**src/rtl/spt_pkg.sv**
```systemverilog
// shared widths, register indexes and defaults of the stereo triangulation block
package spt_pkg;

  localparam int unsigned CoordWidthDefault = 32;

  localparam int unsigned PixWidth   = 16;
  localparam int unsigned FocalWidth = 20;
  localparam int unsigned BaseWidth  = 16;
  localparam int unsigned CfgWidth   = 20;
  localparam int unsigned CfgIdxWidth = 2;

  // product, rounded dividend, divisor and quotient widths
  localparam int unsigned ProdWidth = FocalWidth + BaseWidth;
  localparam int unsigned NW = ProdWidth + 5;
  localparam int unsigned DW = PixWidth + 8;
  localparam int unsigned QW = 33;

  localparam logic [CfgIdxWidth-1:0] RegFocal   = 2'd0;
  localparam logic [CfgIdxWidth-1:0] RegBase    = 2'd1;
  localparam logic [CfgIdxWidth-1:0] RegCenterX = 2'd2;
  localparam logic [CfgIdxWidth-1:0] RegCenterY = 2'd3;

  localparam logic [FocalWidth-1:0] FocalReset   = 20'd16384;
  localparam logic [BaseWidth-1:0]  BaseReset    = 16'd15360;
  localparam logic [PixWidth-1:0]   CenterXReset = 16'd10240;
  localparam logic [PixWidth-1:0]   CenterYReset = 16'd7680;

endpackage

```
**src/rtl/spt_div_pipe.sv**
```systemverilog
// pipelined restoring divider, one quotient bit per stage
module spt_div_pipe (
  input  logic                  clk_i,
  input  logic                  en_i,
  input  logic [spt_pkg::NW-1:0] num_i,
  input  logic [spt_pkg::DW-1:0] den_i,
  input  logic                  neg_i,
  output logic [spt_pkg::QW-1:0] quot_o,
  output logic                  neg_o
);
  import spt_pkg::*;

  logic [DW-1:0] rem_q [QW+1];
  logic [QW-1:0] lo_q  [QW+1];
  logic [DW-1:0] den_q [QW+1];
  logic          neg_q [QW+1];

  // load: high dividend bits seed the remainder
  always_ff @(posedge clk_i) begin
    if (en_i) begin
      rem_q[0] <= DW'(num_i[NW-1:QW]);
      lo_q[0]  <= num_i[QW-1:0];
      den_q[0] <= den_i;
      neg_q[0] <= neg_i;
    end
  end

  for (genvar s = 0; s < QW; s++) begin : g_stage
    logic [DW:0]   trial;
    logic [DW:0]   diff;
    logic          ge;
    logic [DW-1:0] rem_d;

    assign trial = {rem_q[s], lo_q[s][QW-1]};
    assign diff  = trial - {1'b0, den_q[s]};
    assign ge    = trial >= {1'b0, den_q[s]};
    assign rem_d = ge ? diff[DW-1:0] : trial[DW-1:0];

    always_ff @(posedge clk_i) begin
      if (en_i) begin
        rem_q[s+1] <= rem_d;
        lo_q[s+1]  <= {lo_q[s][QW-2:0], ge};
        den_q[s+1] <= den_q[s];
        neg_q[s+1] <= neg_q[s];
      end
    end
  end

  assign quot_o = lo_q[QW];
  assign neg_o  = neg_q[QW];

endmodule

```
**config.mk**
```make
export PLATFORM = sky130hd
export DESIGN_NAME = spt_div_pipe
export DESIGN_NICKNAME = d
export VERILOG_FILES = /design/src/rtl/spt_pkg.sv /design/src/rtl/spt_div_pipe.sv
export SDC_FILE = /design/constraint.sdc
export NUM_CORES = 2
export LEC_CHECK = 0
export BUFFER_PORTS_ARGS = -buffer_cell sky130_fd_sc_hd__buf_2
export CAP_MARGIN = 20
export CORE_ASPECT_RATIO = 1.5
export CORE_UTILIZATION = 60
export CTS_CLUSTER_SIZE = 24
export DETAILED_ROUTE_END_ITERATION = 16
export HOLD_SLACK_MARGIN = 0.15
export PLACE_DENSITY = 0.76
export SLEW_MARGIN = 10
export SYNTH_ARGS = -nofsm -noshare
export SYNTH_HDL_FRONTEND = slang
export SYNTH_SLANG_ARGS = --single-unit
```
**constraint.sdc**
```tcl
create_clock -name clk_i -period 9.2 [get_ports clk_i]
set_input_delay 0.92 -clock clk_i [delete_from_list [all_inputs] [get_ports clk_i]]
set_output_delay 0.92 -clock clk_i [all_outputs]
set_load 0.05 [all_outputs]
```
=== Word-level counts from Yosys, hierarchy flattened ===
Memory sizes are Yosys's and may differ from the RTL's.
Index checks and enable logic that the tools add are counted.

* Bits in registers: 0
* Latch bits: 0
* RAM bits: 2788
* ROM bits: 0
* Input bits: 68
* Output and inout port bits: 34
* Word-level logic and storage cells: 105
* Memories: 4

{| class="wikitable"
|+ Memories
! memory !! depth !! width !! rd ports !! clocked after Yosys merged registers in !! wr ports !! RTL line !! RTL
|-
| lo_q || 34 || 33 || 34 || 0 || 34 || spt_div_pipe.sv:14 || <nowiki>logic [QW-1:0] lo_q [QW+1];</nowiki>
|-
| den_q || 34 || 24 || 33 || 0 || 34 || spt_div_pipe.sv:15 || <nowiki>logic [DW-1:0] den_q [QW+1];</nowiki>
|-
| rem_q || 34 || 24 || 33 || 0 || 34 || spt_div_pipe.sv:13 || <nowiki>logic [DW-1:0] rem_q [QW+1];</nowiki>
|-
| neg_q || 34 || 1 || 34 || 0 || 34 || spt_div_pipe.sv:16 || <nowiki>logic neg_q [QW+1];</nowiki>
|}

* Add/subtract/negate cells: 33
* $mul: 0
* Div/mod/pow operators: 0
* Order comparisons: 33
* Equal/unequal tests: 0
* Shifts and indexed selects: 0
* Muxes and demuxes: 35
* Bitwise gates (word level): 0
* Reductions and logical operators: 0

{| class="wikitable"
|+ Operators by type and width
! operator !! number
|-
| $ge 25x24->1 || 33
|-
| $mux 24 || 33
|-
| $sub 24x24->24 || 33
|-
| $mux 1 || 2
|}

=== Logic depth before layout (Yosys ltp) ===
* Depth after elaboration: 2
* Mapped depth: 14
* Depth with buffers taken out: 13

=== Least setup slack after synthesis ===
Ideal clock, no wire load.

* Path kind: flip-flop to flip-flop
* Start: memory rem_q[10][3] in the netlist's numbering
* End: memory rem_q[11][10] in the netlist's numbering, data pin
* Setup time: 260 ps
* Arrival time: 2925 ps
* Required time: 8940 ps
* Setup slack: 6015 ps
* Stages on the path, launching flop included: 11
* Buffers on the path: 1
* Clock period less this slack: 3185 ps
* Cell sequence: edfxtp_1 ha_1 or4_1 nand4bb_1 o21ai_2 o21ai_4 a2111oi_1 or3_4 a31oi_4 buf_12 mux2_4

{| class="wikitable"
|+ RTL lines
! what !! RTL line
|-
| from (decl) || spt_div_pipe.sv:13
|}

==> results.toml <==
[power]
ir_drop_v = 0.000195
leakage_nw = 56.7
p_per_area_nw_per_um2 = 347

[synth]
yosysTopAreaCellShare_pct = 62.7
synth_area_leader_cell = "edfxtp_1"
synth_area_per_cell_um2 = 13.1
yosysMostFrequentCell = "edfxtp_1"
synth_flop_cell = "edfxtp_1"
yosysWarnings = 0
synth-seq-cells = 2724
async_reset_ff_share_pct = 0
yosys-top-cells-area = "edfxtp_1 63%, ha_1 7.5%, mux2_2 3.3%"
seq_area_frac_synth_pct = 62.7
syn_nets = 10808
mappedNetlistArea_um2 = 130000
synth.distinct_cells = 100
synth-edff-count = 2724
synthTopCellsByCount = "2,724 x edfxtp_1, 1,001 x inv_1, 777 x ha_1"
synthesis.instances = 9931

[route]
drc = 10
firstDrtPassIters = 14
drt_iter0_drc = 4490
wire_per_inst_um = 21.9
drt_wl_total_mm = 289
route.vias.total = 78190
antenna_left = 0
vias_per_cell = 5.91

[floorplanning]
row_count = 209
io-pin-count = 102
die_x_um = 383
die_y_um = 573
die_area_um2 = 219000
coreArea_um2 = 216000
start_util_pct = 60.4

[timing]
fmax_mhz = 207
rsz0062_at_grt = "false"
finalWorstSetupSlack_ps = 4370
drv_slew = 0
fin_skew_ps = 73.9
fin_crit_sh_pct = 52.5
fin_crit_ps = 4830
relSlewSlack_pct = 25.6
tightestPinTransition_ps = 1120
finalSetupTns_ps = 0
setup_violations = 0
hold_viol_final = 0

[cells_and_area]
drive_above_1_share_pct = 9.96
nets = 11064
areaGrowthSynthToFinish_pct = 9.91
nFillCells = 15447

[min_path]
whs_path_depth = 1
min-delay-start = "num_i[18]"
hold_path.class = "in2reg"
whs_endpoint = "lo_q[0][18]"

[clocking]
clkTransAtPathRegs_ps = 60
cts-root-buf = "clkbuf_16"
post_cts_resized = 0
cts_buffer_depth = 4
cts_buffers = 266
post_cts_buffers = 0
cts-htree-levels = 5
clkSinkCount = 2724
holdBufCountCts = 0
clkLatencyLatePin_ps = 870
cts_tree = "built"

[setup_path]
critPathMaxFanout = 26
r2r_end = "rem_q[27][19]"
r2r_cells = 12
reg2reg_from = "den_q[26][1]"
crit_type = "reg2reg"
start_kind = "flip-flop"
critPathArrivalTime_ps = 5380
r2r_slack_ps = 4370
endpoint_kind = "flip-flop"
critical_path_required_ps = 9750

[placement]
portBuffers = 101
post-place-ws_ps = 4440
dpl.hpwl_mm = 210
place.gp.congestion = 0.950

[global_routing]
grt_usage_pct = 26.1
grt_pass1_vias = 80702
grt_overflow = 0
grt_max_degree = 196
grt_pass1_wl_mm = 443
antenna_found_initial = 3

[outcome]
violations = "DRC"
run_status = "finished with violations"

[run]
drv_cap = 0
[cell type report]
cell class / count / area, um^2 / area share [%]
antenna: 2 / 5.00 / 0.00349
multi-input combinational: 6028 / 44200 / 30.8
inverter: 1005 / 3770 / 2.63
sequential: 2724 / 81800 / 57.1
timing repair buffer: 162 / 1180 / 0.820
tap: 2848 / 3560 / 2.49
clock inverter: 151 / 1810 / 1.26
clock buffer: 315 / 7030 / 4.90
[kinds of logic after synthesis]
logic type / synth area share [%]
AOI/OAI and AO/OA: 10.9
xor gates and xnor gates: 3.92
adders and majority gates: 7.94
and+or+nand+nor: 7.02
buffers and inverters: 3.47
muxes: 4.01
DFF: 62.7
[metal layers]
metal,GRT usage [%],vias to the layer above,share of wire (%)
li1,-,37344,-
met1,25.9,38111,34
met2,50.4,1916,55
met3,3.07,819,3.3
met4,16.6,0,7.1
met5,0,-,0
[worst max-delay path by stage]
stage,end,cells after the start,start
after global placement,rem_q[27][19],12,den_q[26][1]
after detailed placement,rem_q[27][19],12,den_q[26][1]
after global routing,rem_q[27][19],12,den_q[26][1]
after floorplan,rem_q[11][10],10,rem_q[10][3]
final,rem_q[27][19],12,den_q[26][1]
after CTS,rem_q[27][19],12,den_q[26][1]
[sequential cells by signal (all words and copies together) (netlist names)]
name / flops
den_q: 792
lo_q: 1122
neg_q: 34
rem_q: 776
[cell usage in the layout, fill, tap and decap left out, drive strengths merged, types with 39 or more instances in the layout]
| cell type | netlist | routed |
|---|---|---|
| nor2b | 116 | 116 |
| bufinv | 0 | 39 |
| edfxtp | 2724 | 2724 |
| clkinv | 1 | 90 |
| nand2 | 544 | 544 |
| nand2b | 90 | 90 |
| nor3 | 121 | 121 |
| xor2 | 214 | 214 |
| ha | 777 | 777 |
| nor2 | 507 | 507 |
| inv | 1004 | 1016 |
| a211oi | 71 | 71 |
| o21a | 103 | 103 |
| nand4 | 116 | 116 |
| a21oi | 682 | 682 |
| mux2i | 45 | 45 |
| o21bai | 67 | 67 |
| mux2 | 419 | 419 |
| a31oi | 91 | 91 |
| buf | 49 | 162 |
| a21o | 332 | 332 |
| o31ai | 59 | 59 |
| clkbuf | 125 | 315 |
| o211ai | 40 | 40 |
| nand3 | 166 | 166 |
| xnor2 | 370 | 370 |
| o21ai | 519 | 519 |
| and3 | 76 | 76 |
[critical path: stages, from the launching register on]
cell and delay (ps):
edfxtp_1 440, inv_1 80, ha_1 230, nor2b_1 130
o21a_1 180, o21ai_0 390, a221oi_1 230, a21oi_1 470
o31ai_1 140, nor2_2 770, clkinv_1 1020, o211ai_1 350
o21ai_0 110
[power breakdown]
group	switching [W]	internal (W)
logic	0.0111	0.00863
clock network	0.00460	0.00658
registers	0.00157	0.0173
total	0.0173	0.0325
[stage by stage]
step / hold slack, ps / total power [W] / area (um^2) / cells / utilization (%)
2_1_floorplan: 400 / 0.0330 / 130000 / 9931 / -
3_3_place_gp: 400 / 0.0380 / 134000 / 12763 / 62.2
3_5_place_dp: 405 / 0.0385 / 134000 / 12764 / 62.2
4_1_cts: 206 / 0.0499 / 143000 / 13230 / 66.3
5_1_grt: 227 / 0.0525 / 143000 / 13235 / 66.4
6_report: 263 / 0.0498 / 143000 / 13235 / 66.4
(Power assumes the default switching activity.)
